==> src/design/aeks_pkg.sv <==
package aeks_pkg;

	localparam int KEY_W      = 6;
	localparam int KEY_EXT_W  = 9;
	localparam int SAMPLE_W   = 12;
	localparam int CFG_IDX_W  = 3;
	localparam int CFG_DATA_W = 8;
	localparam int NB_W       = 8;
	localparam int DENOM_W    = 8;
	// Divisor width of the shared divider: holds 7 * 255.
	localparam int DEN_W      = 11;

	localparam logic [DEN_W-1:0] RAMP_FACTOR = 11'd7;

	typedef logic [CFG_IDX_W-1:0] cfg_idx_t;

	localparam cfg_idx_t REG_ENABLE = 3'd0;
	localparam cfg_idx_t REG_ARMED  = 3'd1;
	localparam cfg_idx_t REG_NOISE  = 3'd2;
	localparam cfg_idx_t REG_SLOW   = 3'd3;
	localparam cfg_idx_t REG_FAST   = 3'd4;

	localparam logic              RST_ENABLE = 1'b1;
	localparam logic              RST_ARMED  = 1'b0;
	localparam logic [NB_W-1:0]   RST_NOISE  = 8'd2;
	localparam logic [DENOM_W-1:0] RST_SLOW  = 8'd32;
	localparam logic [DENOM_W-1:0] RST_FAST  = 8'd2;

	typedef enum logic [1:0] {
		PATH_PASS   = 2'd0,
		PATH_BYPASS = 2'd1,
		PATH_SMOOTH = 2'd2
	} path_t;

endpackage

==> src/design/aeks_in_if.sv <==
interface aeks_in_if;
	logic                           valid;
	logic                           ready;
	logic [aeks_pkg::KEY_W-1:0]     key_index;
	logic [aeks_pkg::SAMPLE_W-1:0]  raw_sample;

	modport source (output valid, key_index, raw_sample, input ready);
	modport sink   (input valid, key_index, raw_sample, output ready);
endinterface

==> src/design/aeks_out_if.sv <==
interface aeks_out_if;
	logic                           valid;
	logic                           ready;
	logic [aeks_pkg::SAMPLE_W-1:0]  filtered_sample;
	aeks_pkg::path_t                path_taken;

	modport source (output valid, filtered_sample, path_taken, input ready);
	modport sink   (input valid, filtered_sample, path_taken, output ready);
endinterface

==> src/design/aeks_cfg_if.sv <==
interface aeks_cfg_if;
	logic                            valid;
	logic                            ready;
	aeks_pkg::cfg_idx_t              index;
	logic [aeks_pkg::CFG_DATA_W-1:0] wdata;

	modport source (output valid, index, wdata, input ready);
	modport sink   (input valid, index, wdata, output ready);
endinterface

==> src/design/aeks_div.sv <==
module aeks_div #(
	parameter int NUM_W = 22,
	parameter int DEN_W = 11
) (
	input  logic             clk,
	input  logic             arst_n,
	input  logic             go,
	input  logic [NUM_W-1:0] num,
	input  logic [DEN_W-1:0] den,
	output logic             done,
	output logic [NUM_W-1:0] quot
);

	localparam int CNT_W = $clog2(NUM_W + 1);

	logic [DEN_W-1:0] rem_q;
	logic [DEN_W-1:0] den_q;
	logic [NUM_W-1:0] quo_q;
	logic [CNT_W-1:0] cnt_q;
	logic             busy_q;
	logic             done_q;

	logic [DEN_W:0] trial;
	logic [DEN_W:0] diff;
	logic           fits;

	// Restoring division: the dividend shifts out of quo_q from the top while
	// quotient bits shift in at the bottom, one bit per cycle.
	assign trial = {rem_q, quo_q[NUM_W-1]};
	assign diff  = trial - {1'b0, den_q};
	assign fits  = trial >= {1'b0, den_q};

	always_ff @(posedge clk or negedge arst_n) begin
		if (!arst_n) begin
			busy_q <= 1'b0;
			done_q <= 1'b0;
			cnt_q  <= '0;
		end else begin
			done_q <= 1'b0;
			if (go) begin
				busy_q <= 1'b1;
				cnt_q  <= CNT_W'(NUM_W);
			end else if (busy_q) begin
				cnt_q <= cnt_q - 1'b1;
				if (cnt_q == CNT_W'(1)) begin
					busy_q <= 1'b0;
					done_q <= 1'b1;
				end
			end
		end
	end

	always_ff @(posedge clk) begin
		if (go) begin
			quo_q <= num;
			den_q <= den;
			rem_q <= '0;
		end else if (busy_q) begin
			rem_q <= fits ? diff[DEN_W-1:0] : trial[DEN_W-1:0];
			quo_q <= {quo_q[NUM_W-2:0], fits};
		end
	end

	assign done = done_q;
	assign quot = quo_q;

endmodule

==> src/design/aeks_store.sv <==
module aeks_store #(
	parameter int DEPTH  = 64,
	parameter int ADDR_W = 6,
	parameter int DATA_W = 20
) (
	input  logic              clk,
	input  logic              arst_n,
	input  logic              clear,
	input  logic              rd_en,
	input  logic [ADDR_W-1:0] rd_addr,
	output logic [DATA_W-1:0] rd_data,
	input  logic              wr_en,
	input  logic [ADDR_W-1:0] wr_addr,
	input  logic [DATA_W-1:0] wr_data
);

	logic [DATA_W-1:0] mem_q [DEPTH];
	logic [DEPTH-1:0]  valid_q;
	logic [DATA_W-1:0] rd_q;
	logic              rd_valid_q;

	always_ff @(posedge clk) begin
		if (wr_en) begin
			mem_q[wr_addr] <= wr_data;
		end
		if (rd_en) begin
			rd_q <= mem_q[rd_addr];
		end
	end

	// An entry that has not been written since reset or the last clear reads as zero.
	always_ff @(posedge clk or negedge arst_n) begin
		if (!arst_n) begin
			valid_q    <= '0;
			rd_valid_q <= 1'b0;
		end else begin
			if (clear) begin
				valid_q <= '0;
			end else if (wr_en) begin
				valid_q[wr_addr] <= 1'b1;
			end
			if (rd_en) begin
				rd_valid_q <= valid_q[rd_addr];
			end
		end
	end

	assign rd_data = rd_valid_q ? rd_q : '0;

endmodule

==> src/design/adaptive_ema_key_smoother.sv <==
// Per-key adaptive exponential smoother.
// The samples channel carries a key index and a raw sample; the results channel
// returns one transaction per sample: the integer part of the updated filtered
// value and the path taken (passthrough, large-error bypass or smoothed).
// The cfg channel writes the five control registers; it is always ready and
// must only be used while the block is idle.
// One sample is processed at a time. Passthrough and out-of-range keys go
// straight to the final step that loads the result register; a bypass first
// compares against the stored value, a smoothed sample with minimum gain then
// multiplies and applies the gain, and a smoothed sample on the gain ramp
// first computes the ramp on the bit-serial divider. The first smoothed sample
// after a denominator write also recomputes both gains on the same divider.
// The result sits in an output register, so the next sample is accepted while
// a result waits; a stalled receiver holds the block in its final step once a
// second result is ready. Reset clears the per-key store to zero and loads
// the register defaults.
module adaptive_ema_key_smoother #(
	parameter int KEY_COUNT    = 64,
	parameter int BYPASS_LIMIT = 64,
	parameter int FRAC_BITS    = 8,
	parameter int SAMPLE_BITS  = 12
) (
	input  logic        clk,
	input  logic        arst_n,
	aeks_cfg_if.sink    cfg,
	aeks_in_if.sink     samples,
	aeks_out_if.source  results
);

	localparam int OUT_W = aeks_pkg::SAMPLE_W;
	localparam int SW    = (SAMPLE_BITS < OUT_W) ? SAMPLE_BITS : OUT_W;
	localparam int MW    = SW + FRAC_BITS;
	localparam int AW    = FRAC_BITS + 1;
	localparam int KW    = (KEY_COUNT > 1) ? $clog2(KEY_COUNT) : 1;
	localparam int KX    = aeks_pkg::KEY_EXT_W;
	localparam int DIV_W = SW + FRAC_BITS + 2;
	localparam int DEN_W = aeks_pkg::DEN_W;
	localparam int NB_W  = aeks_pkg::NB_W;
	localparam int DNW   = aeks_pkg::DENOM_W;
	localparam int RPW   = SW + AW;
	localparam int PW    = AW + MW;
	localparam int CRW   = PW + 1;

	localparam logic [AW-1:0]    Q_ONE     = {1'b1, {FRAC_BITS{1'b0}}};
	localparam logic [CRW-1:0]   FRAC_MASK = CRW'({FRAC_BITS{1'b1}});
	localparam logic [KX-1:0]    KEY_LIMIT = KX'(KEY_COUNT);
	localparam logic [MW+10:0]   BYP_Q     = (MW + 11)'(BYPASS_LIMIT) << FRAC_BITS;

	typedef enum logic [10:0] {
		S_IDLE  = 11'b000_0000_0001,
		S_MAG   = 11'b000_0000_0010,
		S_GMIN  = 11'b000_0000_0100,
		S_GMAX  = 11'b000_0000_1000,
		S_SEL   = 11'b000_0001_0000,
		S_RMUL  = 11'b000_0010_0000,
		S_RDIV  = 11'b000_0100_0000,
		S_AMUL  = 11'b000_1000_0000,
		S_APPLY = 11'b001_0000_0000,
		S_DONE  = 11'b010_0000_0000,
		S_HOLD  = 11'b100_0000_0000
	} state_t;

	// Configuration registers.
	logic             enable_q;
	logic             armed_q;
	logic [NB_W-1:0]  nb_q;
	logic [DNW-1:0]   slow_q;
	logic [DNW-1:0]   fast_q;
	logic             stale_q;

	state_t           state_q;
	state_t           state_d;
	logic             div_go_q;
	logic             div_go_d;
	logic             out_valid_q;

	// Item payload.
	logic [KW-1:0]     addr_q;
	logic [SW-1:0]     sample_q;
	logic [MW-1:0]     prev_q;
	logic [MW-1:0]     mag_q;
	logic              neg_q;
	logic [SW-1:0]     err_q;
	logic [AW-1:0]     amin_q;
	logic [AW-1:0]     amax_q;
	logic [AW-1:0]     alpha_q;
	logic [RPW-1:0]    rprod_q;
	logic [PW-1:0]     prod_q;
	logic [SW-1:0]     res_sample_q;
	aeks_pkg::path_t   res_path_q;
	logic [DIV_W-1:0]  div_num_q;
	logic [DEN_W-1:0]  div_den_q;
	logic [OUT_W-1:0]  out_sample_q;
	aeks_pkg::path_t   out_path_q;

	logic              accept;
	logic              cfg_acc;
	logic              smooth_on;
	logic [KX-1:0]     key_ext;
	logic              key_ok;
	logic [SW-1:0]     raw_in;
	logic              out_free;
	logic              store_clear;
	logic              gain_loaded;

	logic              st_rd_en;
	logic [MW-1:0]     st_rd_data;
	logic              st_wr_en;
	logic [KW-1:0]     st_wr_addr;
	logic [MW-1:0]     st_wr_data;

	logic [MW-1:0]     sample_fx;
	logic              neg_c;
	logic [MW-1:0]     mag_c;
	logic              bypass_c;
	logic [DNW-1:0]    d_hi;
	logic [DNW-1:0]    d_lo;
	logic [DNW-1:0]    d_slow;
	logic [DNW-1:0]    d_fast;
	logic [AW-1:0]     adiff;
	logic [SW-1:0]     ediff;
	logic              in_band;
	logic [DEN_W-1:0]  span_c;
	logic              div_done;
	logic [DIV_W-1:0]  div_quot;
	logic [AW-1:0]     ramp_alpha;
	logic [CRW-1:0]    corr_dn;
	logic [PW-1:0]     corr_up;
	logic [MW-1:0]     result_c;

	assign accept    = samples.valid && samples.ready;
	assign cfg_acc   = cfg.valid && cfg.ready;
	assign smooth_on = enable_q && armed_q;
	assign key_ext   = KX'(samples.key_index);
	assign key_ok    = key_ext < KEY_LIMIT;
	assign raw_in    = samples.raw_sample[SW-1:0];
	assign out_free  = !out_valid_q || results.ready;

	assign samples.ready = (state_q == S_IDLE);
	assign cfg.ready     = 1'b1;

	assign results.valid           = out_valid_q;
	assign results.filtered_sample = out_sample_q;
	assign results.path_taken      = out_path_q;

	// A change of the enable value wipes every key's history.
	assign store_clear = cfg_acc && (cfg.index == aeks_pkg::REG_ENABLE)
	                     && (cfg.wdata[0] != enable_q);
	assign gain_loaded = (state_q == S_GMAX) && div_done;

	always_ff @(posedge clk or negedge arst_n) begin
		if (!arst_n) begin
			enable_q <= aeks_pkg::RST_ENABLE;
			armed_q  <= aeks_pkg::RST_ARMED;
			nb_q     <= aeks_pkg::RST_NOISE;
			slow_q   <= aeks_pkg::RST_SLOW;
			fast_q   <= aeks_pkg::RST_FAST;
			stale_q  <= 1'b1;
		end else begin
			if (gain_loaded) begin
				stale_q <= 1'b0;
			end
			if (cfg_acc) begin
				unique case (cfg.index)
					aeks_pkg::REG_ENABLE: begin
						if (store_clear) begin
							enable_q <= cfg.wdata[0];
							armed_q  <= 1'b0;
						end
					end
					aeks_pkg::REG_ARMED: armed_q <= cfg.wdata[0];
					aeks_pkg::REG_NOISE: nb_q <= cfg.wdata;
					aeks_pkg::REG_SLOW: begin
						slow_q  <= cfg.wdata;
						stale_q <= 1'b1;
					end
					aeks_pkg::REG_FAST: begin
						fast_q  <= cfg.wdata;
						stale_q <= 1'b1;
					end
					default: begin
					end
				endcase
			end
		end
	end

	aeks_store #(
		.DEPTH  (KEY_COUNT),
		.ADDR_W (KW),
		.DATA_W (MW)
	) u_store (
		.clk     (clk),
		.arst_n  (arst_n),
		.clear   (store_clear),
		.rd_en   (st_rd_en),
		.rd_addr (key_ext[KW-1:0]),
		.rd_data (st_rd_data),
		.wr_en   (st_wr_en),
		.wr_addr (st_wr_addr),
		.wr_data (st_wr_data)
	);

	aeks_div #(
		.NUM_W (DIV_W),
		.DEN_W (DEN_W)
	) u_div (
		.clk    (clk),
		.arst_n (arst_n),
		.go     (div_go_q),
		.num    (div_num_q),
		.den    (div_den_q),
		.done   (div_done),
		.quot   (div_quot)
	);

	// Error magnitude against the stored value.
	assign sample_fx = {sample_q, {FRAC_BITS{1'b0}}};
	assign neg_c     = sample_fx < st_rd_data;
	assign mag_c     = neg_c ? (st_rd_data - sample_fx) : (sample_fx - st_rd_data);
	assign bypass_c  = {11'b0, mag_c} >= BYP_Q;

	// The larger denominator gives the minimum gain; zero counts as one.
	assign d_hi   = (slow_q >= fast_q) ? slow_q : fast_q;
	assign d_lo   = (slow_q >= fast_q) ? fast_q : slow_q;
	assign d_slow = (d_hi == '0) ? DNW'(1) : d_hi;
	assign d_fast = (d_lo == '0) ? DNW'(1) : d_lo;

	assign adiff   = amax_q - amin_q;
	assign in_band = err_q <= SW'(nb_q);
	assign ediff   = err_q - SW'(nb_q);
	assign span_c  = (nb_q == '0) ? DEN_W'(1) : DEN_W'(nb_q) * aeks_pkg::RAMP_FACTOR;

	assign ramp_alpha = (div_quot > DIV_W'(adiff)) ? amax_q : amin_q + div_quot[AW-1:0];

	// Negative corrections round away from the stored value, positive ones
	// toward it, matching an arithmetic shift of the signed product.
	assign corr_dn = (CRW'(prod_q) + FRAC_MASK) >> FRAC_BITS;
	assign corr_up = prod_q >> FRAC_BITS;
	always_comb begin
		if (neg_q) begin
			result_c = (corr_dn >= CRW'(prev_q)) ? '0 : prev_q - corr_dn[MW-1:0];
		end else begin
			result_c = prev_q + corr_up[MW-1:0];
		end
	end

	// Store port control.
	assign st_rd_en = accept && key_ok && smooth_on;
	always_comb begin
		st_wr_en   = 1'b0;
		st_wr_addr = addr_q;
		st_wr_data = sample_fx;
		if (state_q == S_IDLE) begin
			st_wr_en   = accept && key_ok && !smooth_on;
			st_wr_addr = key_ext[KW-1:0];
			st_wr_data = {raw_in, {FRAC_BITS{1'b0}}};
		end else if (state_q == S_MAG) begin
			st_wr_en = bypass_c;
		end else if (state_q == S_APPLY) begin
			st_wr_en   = 1'b1;
			st_wr_data = result_c;
		end
	end

	always_comb begin
		state_d  = state_q;
		div_go_d = 1'b0;
		unique case (state_q)
			S_IDLE: begin
				if (accept) begin
					state_d = (key_ok && smooth_on) ? S_MAG : S_DONE;
				end
			end
			S_MAG: begin
				if (bypass_c) begin
					state_d = S_DONE;
				end else if (stale_q) begin
					state_d  = S_GMIN;
					div_go_d = 1'b1;
				end else begin
					state_d = S_SEL;
				end
			end
			S_GMIN: begin
				if (div_done) begin
					state_d  = S_GMAX;
					div_go_d = 1'b1;
				end
			end
			S_GMAX: begin
				if (div_done) begin
					state_d = S_SEL;
				end
			end
			S_SEL: state_d = in_band ? S_AMUL : S_RMUL;
			S_RMUL: begin
				state_d  = S_RDIV;
				div_go_d = 1'b1;
			end
			S_RDIV: begin
				if (div_done) begin
					state_d = S_AMUL;
				end
			end
			S_AMUL:  state_d = S_APPLY;
			S_APPLY: state_d = S_DONE;
			S_DONE:  state_d = out_free ? S_IDLE : S_HOLD;
			S_HOLD:  state_d = out_free ? S_IDLE : S_HOLD;
			default: state_d = S_IDLE;
		endcase
	end

	always_ff @(posedge clk or negedge arst_n) begin
		if (!arst_n) begin
			state_q     <= S_IDLE;
			div_go_q    <= 1'b0;
			out_valid_q <= 1'b0;
		end else begin
			state_q  <= state_d;
			div_go_q <= div_go_d;
			if ((state_q == S_DONE || state_q == S_HOLD) && out_free) begin
				out_valid_q <= 1'b1;
			end else if (results.ready) begin
				out_valid_q <= 1'b0;
			end
		end
	end

	always_ff @(posedge clk) begin
		if ((state_q == S_DONE || state_q == S_HOLD) && out_free) begin
			out_sample_q <= OUT_W'(res_sample_q);
			out_path_q   <= res_path_q;
		end
		unique case (state_q)
			S_IDLE: begin
				if (accept) begin
					addr_q       <= key_ext[KW-1:0];
					sample_q     <= raw_in;
					res_sample_q <= raw_in;
					res_path_q   <= aeks_pkg::PATH_PASS;
				end
			end
			S_MAG: begin
				prev_q       <= st_rd_data;
				neg_q        <= neg_c;
				mag_q        <= mag_c;
				err_q        <= mag_c[MW-1:FRAC_BITS];
				res_sample_q <= sample_q;
				res_path_q   <= aeks_pkg::PATH_BYPASS;
				div_num_q    <= DIV_W'(Q_ONE) + DIV_W'(d_slow >> 1);
				div_den_q    <= DEN_W'(d_slow);
			end
			S_GMIN: begin
				if (div_done) begin
					amin_q    <= div_quot[AW-1:0];
					div_num_q <= DIV_W'(Q_ONE) + DIV_W'(d_fast >> 1);
					div_den_q <= DEN_W'(d_fast);
				end
			end
			S_GMAX: begin
				if (div_done) begin
					amax_q <= div_quot[AW-1:0];
				end
			end
			S_SEL: begin
				alpha_q <= amin_q;
				rprod_q <= RPW'(ediff) * RPW'(adiff);
			end
			S_RMUL: begin
				div_num_q <= DIV_W'(rprod_q) + DIV_W'(span_c >> 1);
				div_den_q <= span_c;
			end
			S_RDIV: begin
				if (div_done) begin
					alpha_q <= ramp_alpha;
				end
			end
			S_AMUL: prod_q <= PW'(alpha_q) * PW'(mag_q);
			S_APPLY: begin
				res_sample_q <= result_c[MW-1:FRAC_BITS];
				res_path_q   <= aeks_pkg::PATH_SMOOTH;
			end
			S_DONE, S_HOLD: begin
			end
			default: begin
			end
		endcase
	end

endmodule
==> src/flat_wrapper.sv <==
// flat-port wrapper written by rule: the top's interface ports become plain ports
module adaptive_ema_key_smoother_flat 
#(
	parameter int KEY_COUNT    = 64,
	parameter int BYPASS_LIMIT = 64,
	parameter int FRAC_BITS    = 8,
	parameter int SAMPLE_BITS  = 12
)
  (clk, arst_n, cfg_valid, cfg_index, cfg_wdata, cfg_ready, samples_valid, samples_key_index, samples_raw_sample, samples_ready, results_valid, results_filtered_sample, results_path_taken, results_ready);
  aeks_cfg_if cfg_i ();
  aeks_in_if samples_i ();
  aeks_out_if results_i ();
  input  logic clk;
  input  logic arst_n;
  input wire logic [$bits(cfg_i.valid)-1:0] cfg_valid;
  input wire logic [$bits(cfg_i.index)-1:0] cfg_index;
  input wire logic [$bits(cfg_i.wdata)-1:0] cfg_wdata;
  output wire logic [$bits(cfg_i.ready)-1:0] cfg_ready;
  input wire logic [$bits(samples_i.valid)-1:0] samples_valid;
  input wire logic [$bits(samples_i.key_index)-1:0] samples_key_index;
  input wire logic [$bits(samples_i.raw_sample)-1:0] samples_raw_sample;
  output wire logic [$bits(samples_i.ready)-1:0] samples_ready;
  output wire logic [$bits(results_i.valid)-1:0] results_valid;
  output wire logic [$bits(results_i.filtered_sample)-1:0] results_filtered_sample;
  output wire logic [$bits(results_i.path_taken)-1:0] results_path_taken;
  input wire logic [$bits(results_i.ready)-1:0] results_ready;
  assign cfg_i.valid = cfg_valid;
  assign cfg_i.index = cfg_index;
  assign cfg_i.wdata = cfg_wdata;
  assign cfg_ready = cfg_i.ready;
  assign samples_i.valid = samples_valid;
  assign samples_i.key_index = samples_key_index;
  assign samples_i.raw_sample = samples_raw_sample;
  assign samples_ready = samples_i.ready;
  assign results_valid = results_i.valid;
  assign results_filtered_sample = results_i.filtered_sample;
  assign results_path_taken = results_i.path_taken;
  assign results_i.ready = results_ready;
  adaptive_ema_key_smoother #(.KEY_COUNT(KEY_COUNT), .BYPASS_LIMIT(BYPASS_LIMIT), .FRAC_BITS(FRAC_BITS), .SAMPLE_BITS(SAMPLE_BITS)) u_core (.clk(clk), .arst_n(arst_n), .cfg(cfg_i), .samples(samples_i), .results(results_i));
endmodule
==> config.mk <==
export PLATFORM = sky130hd
export DESIGN_NAME = adaptive_ema_key_smoother_flat
export DESIGN_NICKNAME = d
export VERILOG_FILES = /design/src/design/aeks_pkg.sv /design/src/design/aeks_in_if.sv /design/src/design/aeks_out_if.sv /design/src/design/aeks_cfg_if.sv /design/src/design/aeks_div.sv /design/src/design/aeks_store.sv /design/src/design/adaptive_ema_key_smoother.sv /design/src/flat_wrapper.sv
export SDC_FILE = /design/constraint.sdc
export NUM_CORES = 2
export LEC_CHECK = 0
export ABC_AREA = 1
export ABC_CLOCK_PERIOD_IN_PS = 8400
export BUFFER_PORTS_ARGS = -buffer_cell sky130_fd_sc_hd__buf_2
export CORE_UTILIZATION = 64
export CTS_CLUSTER_SIZE = 8
export DETAILED_ROUTE_END_ITERATION = 7
export PLACE_DENSITY = 0.8
export SLEW_MARGIN = 25
export SYNTH_ARGS = -nofsm -noshare
export SYNTH_HDL_FRONTEND = slang
export SYNTH_SLANG_ARGS = --single-unit
==> constraint.sdc <==
create_clock -name clk -period 8.4 [get_ports clk]
set_input_delay 0.42 -clock clk [delete_from_list [all_inputs] [get_ports clk]]
set_output_delay 0.42 -clock clk [all_outputs]
set_load 0.02 [all_outputs]
== Word-level counts from Yosys, hierarchy flattened ==
Memories as Yosys holds them, arrays and structs flattened. A register that Yosys moved wholly into a read port is not among the register bits.
Cells that the tools add are included.

* Output and inout bits: 17
* Bits in writable memories: 1280
* Logic and storage cells: 192
* Input port bits: 34
* Bits in registers: 365
* Bits in latches: 0
* Memories kept: 1
* ROM bits: 0

* Div/mod/pow operators: 0
* Shift-type cells: 0
* Equality and inequality tests: 22
* Reduce and logical (&&, ||, !) cells: 40
* Bitwise logic cells: 1
* $lt $le $gt $ge: 11
* $mul: 3
* Add/subtract/negate cells: 13
* Mux-type cells: 67

{| class="wikitable"
|+ Memory list
! memory !! words !! width !! rd ports !! clocked after memory_dff !! wr ports !! line !! text
|-
| u_core.u_store.mem_q || 64 || 20 || 1 || 1 || 1 || aeks_store.sv:17 || <nowiki>logic [DATA_W-1:0] mem_q [DEPTH];</nowiki>
|}

{| class="wikitable"
|+ Operators by type and width
! operator !! count
|-
| 2-to-1 mux 20 bit || 7
|-
| 2-to-1 mux 64 bit || 2
|-
| one-hot mux 11 bit (10 select lines) || 1
|-
| 2-to-1 mux 11 bit || 9
|-
| 2-to-1 mux 22 bit || 3
|-
| one-hot mux 22 bit (3 select lines) || 1
|-
| OR 64 bit || 1
|-
| subtractor 20 bit || 3
|-
| 2-to-1 mux 8 bit || 5
|-
| one-hot mux 12 bit (3 select lines) || 1
|-
| one-hot mux 11 bit (3 select lines) || 1
|-
| adder 29 x 8 -> 30 bit (second input constant) || 1
|-
| multiplier 9 x 20 -> 29 bit || 1
|-
| zero test 8 bit || 3
|-
| adder 21 x 10 -> 22 bit || 1
|-
| greater-or-equal comparator 22 x 20 -> 1 bit || 1
|-
| greater-than comparator 22 x 9 -> 1 bit || 1
|-
| 2-to-1 mux 1 bit || 22
|-
| less-than comparator 6 x 7 -> 1 bit (second input constant) || 3
|-
| multiplier 12 x 9 -> 21 bit || 1
|-
| adder 20 bit || 1
|-
| adder 9 x 7 -> 10 bit (first input constant) || 2
|-
| greater-or-equal comparator 20 x 15 -> 1 bit (second input constant) || 1
|-
| less-than comparator 20 bit || 1
|-
| other kinds (50) || 84
|}

== Logic depth before layout (Yosys ltp) ==
* Depth after elaboration: 9
* Depth in mapped cells: 36
* Mapped depth without buffers: 36

== By module ==
A second synthesis with hierarchy kept.

* Cell total of the unflattened synthesis: 8150
* Area, all modules: 83139.7 um2

{| class="wikitable"
|+ Modules (own cells, without submodules)
! module !! sequential area each (um2) !! instances !! area each (um2) !! cells each
|-
| aeks_store || 40664.0 || 1 || 54477.2 || 4499
|-
| adaptive_ema_key_smoother || 6894.1 || 1 || 25734.7 || 3294
|-
| aeks_div || 1386.3 || 1 || 2927.8 || 357
|}

== Worst setup path before layout ==
No wires, ideal clock.

* Path type: register to register
* Start: reg u_core.nb_q[1]
* End: reg u_core.rprod_q[19], data pin
* Period minus slack after synthesis: 5.900 ns
* Data arrival time: 5.640 ns
* Slack: 2.500 ns
* Buffers on the path: 0
* Cell stages (with the launch flop): 37
* Path through: dfstp_2 -> inv_1 -> ha_1 -> nand2_1 -> o21ai_0 -> nand2_1 -> inv_1 -> nand2_1 -> nand2_1 -> nand2_1 -> nand2_1 -> nand2_1 -> nand2_1 -> nand2_1 -> inv_1 -> o31ai_1 -> nand2_1 -> inv_1 -> nand2_1 -> fa_1 -> inv_1 -> fa_1 -> fa_1 -> inv_1 -> fa_1 -> inv_1 -> ha_1 -> nand2_1 -> nor2_1 -> nand3_1 -> nand3_1 -> a21oi_1 -> o21ai_0 -> a21oi_1 -> nor2_1 -> nor2_1 -> xor2_1

* Word-level cells in the longest chain between the ends: 2

{| class="wikitable"
|+ Ends and longest elaborated chain
! item !! line !! text
|-
| from (decl) || adaptive_ema_key_smoother.sv:66 || <nowiki>logic [NB_W-1:0] nb_q;</nowiki>
|-
| from (signal assigned) || adaptive_ema_key_smoother.sv:155 || <nowiki>nb_q <= aeks_pkg::RST_NOISE;</nowiki>
|-
| from (signal assigned) || adaptive_ema_key_smoother.sv:172 || <nowiki>aeks_pkg::REG_NOISE: nb_q <= cfg.wdata;</nowiki>
|-
| subtractor 12 x 8 -> 12 bit || adaptive_ema_key_smoother.sv:231 || <nowiki>assign ediff = err_q - SW'(nb_q);</nowiki>
|-
| multiplier 12 x 9 -> 21 bit || adaptive_ema_key_smoother.sv:368 || <nowiki>rprod_q <= RPW'(ediff) * RPW'(adiff);</nowiki>
|-
| to (signal assigned) || adaptive_ema_key_smoother.sv:368 ||
|-
| to (decl) || adaptive_ema_key_smoother.sv:87 || <nowiki>logic [RPW-1:0] rprod_q;</nowiki>
|}

No other way between the ends.
A chain may end at the register's enable or synchronous reset.

== Worst setup path after layout ==
* Start: reg u_core.err_q[2]
* End: reg u_core.rprod_q[19], data pin

* Word-level cells in the longest chain between the ends: 2

{| class="wikitable"
|+ Ends and longest elaborated chain
! item !! line !! text
|-
| from (decl) || adaptive_ema_key_smoother.sv:83 || <nowiki>logic [SW-1:0] err_q;</nowiki>
|-
| from (signal assigned) || adaptive_ema_key_smoother.sv:348 || <nowiki>err_q <= mag_c[MW-1:FRAC_BITS];</nowiki>
|-
| subtractor 12 x 8 -> 12 bit || adaptive_ema_key_smoother.sv:231 ||
|-
| multiplier 12 x 9 -> 21 bit || adaptive_ema_key_smoother.sv:368 ||
|}

No other way between the ends.

==> results.ini <==
[status]
outcome=finished, final reports clean

[yosys]
syn-num-nets=8340
yosys.area.top_type=edfxtp_1
synth_ff_type=edfxtp_1
synth.top_cells.by_count=1,529 x edfxtp_1, 1,179 x nor2_1, 1,049 x nand2_1
synthArstFlopShare_pct=6.78
synth_area_sq_um=82800
ys_warn_count=0
netlist_top_cells_area=edfxtp_1 55%, o21ai_0 6.2%, nor2_1 5.3%
syn-mean-instance-area_sq_um=10.6
netlist-cell-type-count=60
synth_edf_count=1529
synth.most_common_cell=edfxtp_1
ys_seq_elements=1652
yosysTopAreaCellShare_pct=55.5
yosysSeqAreaShare_pct=59.1
syn_inst=7841

[pwr]
cellPowerDensity_nw_per_um2=281
ir_drop_v=0.000382
p_leak_uw=0.0367

[clock_tree]
cts_tree=yes
clockRootBuffer=clkbuf_16
clkSlewWorstSetupHoldPaths_ps=60
cts_setup_buffers=0
cts_made_buffers=225
htree_levels=4
clock-sinks=1652
clk_latency_ps=870
max-clock-path-buffers=3

[job]
max_cap_viol_count=0

[drt]
wl_per_cell_um=23.9
vias=61300
wirelength_um=232000
routed_via_density=6.33
drc=0
ant_nets=0
first_pass_iters=7
drt-initial-drc-count=8112

[cells_and_area]
layout-drive-gt1-share_pct=7.89
syn2layout_area_growth_pct=10.5
fin_area_sq_um=91500
instances_no_fill=9690
fill_cells=8655
fin_nets=8351

[placement]
placed_cells=9332
io_buffers=49
routabilityCongestion=0.947
dp_hpwl_um=143000
placed_area_sq_um=84900

[timing]
rsz0062_at_grt=no
setup_viol=0
worst_pin_slew_ps=1070
timing.final.crit_share_pct=77.9
slew_headroom_pct=28.9
period_needed_ps=6550
tns_ps=0
fin_skew_ps=107
final_max_slew_viol_count=0
hold_violations=0
max_freq_ghz=0.153

[setup_path]
slowest_delay_ps=550
startpoint_type=register
crit_path_max_fanout=10
path_common_cell=nand2_1
critPathArrivalTime_ps=7110
cp_slowest_cell=edfxtp_1
crit_type=reg2reg
end_kind=register
crit_required_ps=8960

[floorplan]
fp.dieH_um=362
num_io_pins=51
initial_utilization_pct=64.7
fp-row-count=131
coreArea_sq_um=128000
dieWidth_um=362
die_area_sq_um=131000

[grt]
grt_pass1_wl_um=349000
grt_util_all_layers_pct=35.2
grt-ovfl-total=0
top_usage_layer=met2
antenna_found_initial=9
grt_max_degree=165
grt_pass1_vias=60400
met2_usage_pct=57.3
grt_use_met3_pct=6.07
grt_use_met1_pct=45.3

[min_path]
hold_class=in2reg

==> layout make-up <==
class / count / area, sq um / share of cell area [%]
Tap cell: 1729 / 2160 / 2.36
Sequential cell: 1652 / 48900 / 53.5
Multi-Input combinational cell: 4964 / 29400 / 32.2
Clock inverter: 15 / 353 / 0.386
Antenna cell: 4 / 10.0 / 0.0109
Clock buffer: 317 / 6030 / 6.59
Timing Repair Buffer: 200 / 1520 / 1.66
Inverter: 809 / 3060 / 3.34
==> where the power goes <==
part / total [uW] / switching (uW) / internal (uW)
clock network: 8290 / 3360 / 4930
registers: 10500 / 233 / 10300
logic: 6950 / 4920 / 2030
total: 25700 / 8510 / 17200
==> metal layers <==
metal  vias up  share of wire (%)
met5         -              0.031
met4        12                5.7
met3       716                 10
met2      4006                 48
met1     29500                 36
li1      27100                  -
==> through the flow <==
stage / power, uW / setup slack (ps) / utilization, % / hold slack [ps]
3_3_place_gp: 17200 / 1880 / 66.3 / 405
5_1_grt: 26800 / 1260 / 71.5 / 45.3
6_report: 25700 / 1850 / 71.5 / 35.1
2_1_floorplan: 15400 / 2500 / - / 124
4_1_cts: 25600 / 1890 / 71.4 / 1.18
3_5_place_dp: 17400 / 1870 / 66.3 / 405
==> flip-flops by register name, summed over array words and instances (netlist names), 9 cells and up <==
name                            flops
u_core.u_store.mem_q             1280
u_core.u_store.valid_q             64
u_core.prod_q                      29
u_core.div_num_q                   22
u_core.u_div.quot                  22
u_core.rprod_q                     21
u_core.u_store.rd_q                20
u_core.prev_q                      19
u_core.err_q                       12
u_core.res_sample_q                12
u_core.results.filtered_sample     12
u_core.sample_q                    12
u_core.div_den_q                   11
u_core.state_q                     11
u_core.u_div.den_q                 11
u_core.u_div.rem_q                 11
u_core.alpha_q                      9
u_core.amax_q                       9
u_core.amin_q                       9
==> placed cells by master (no fill, tap or decap), types with 125 or more instances in the layout <==
master / instances
nand2_1: 1043
buf_4: 125
inv_1: 790
a21oi_1: 214
ha_1: 251
nor2_1: 1108
o21ai_0: 1025
o22ai_1: 357
fa_1: 214
nand3_1: 135
edfxtp_1: 1529
clkbuf_16: 226
==> path summary, 6_finish.rpt <==
path | from | to | slack [ps] | cells past startpoint
max | u_core.err_q[2]$_DFFE_PP_ | u_core.rprod_q[19]$_DFFE_PP_ | 1850 | 35
min in group asynchronous | arst_n | u_core.u_div.cnt_q[0]$_DFFE_PN0P_ | 140 | 2
max reg2reg | u_core.err_q[2]$_DFFE_PP_ | u_core.rprod_q[19]$_DFFE_PP_ | 1850 | 35
min | cfg_wdata[0] | u_core.nb_q[0]$_DFFE_PN0P_ | 40 | 3
max in group asynchronous | arst_n | u_core.u_store.valid_q[35]$_DFFE_PN0P_ | 7080 | 3
min reg2reg | u_core.div_den_q[5]$_DFFE_PP_ | u_core.u_div.den_q[5]$_DFFE_PP_ | 400 | 0
==> cell families (layout without fill, tap and decap cells) <==
| logic type | after synthesis | after routing | synth area share [%] |
|---|---|---|---|
| flip-flops | 1652 | 1652 | 59.1 |
| adder cells (fa/ha/maj) | 465 | 465 | 8.97 |
| XOR/XNOR | 107 | 107 | 1.13 |
| buffers and inverters | 1225 | 1341 | 5.83 |
| other | 1 | 5 | 0.00453 |
| multiplexers | 3 | 3 | 0.0363 |
| AO/OA/AOI/OAI | 1777 | 1777 | 11.9 |
| AND/OR/NAND/NOR | 2611 | 2611 | 13.0 |
==> critical path: cells and delay by family, from the launching register on <==
kind	cells	cell delay, ps
adder cells (fa/ha/maj)	6	2810
AND/OR/NAND/NOR	16	1440
AO/OA/AOI/OAI	6	910
flip-flops	1	550
buffers and inverters	6	440
XOR/XNOR	1	140
==> repair_timing <==
item                      in CTS  in global routing
gates resized for setup        0                  0
hold buffers                  22                  0
hold endpoints to repair      76                  0
Power figures use the tool's default switching activity.
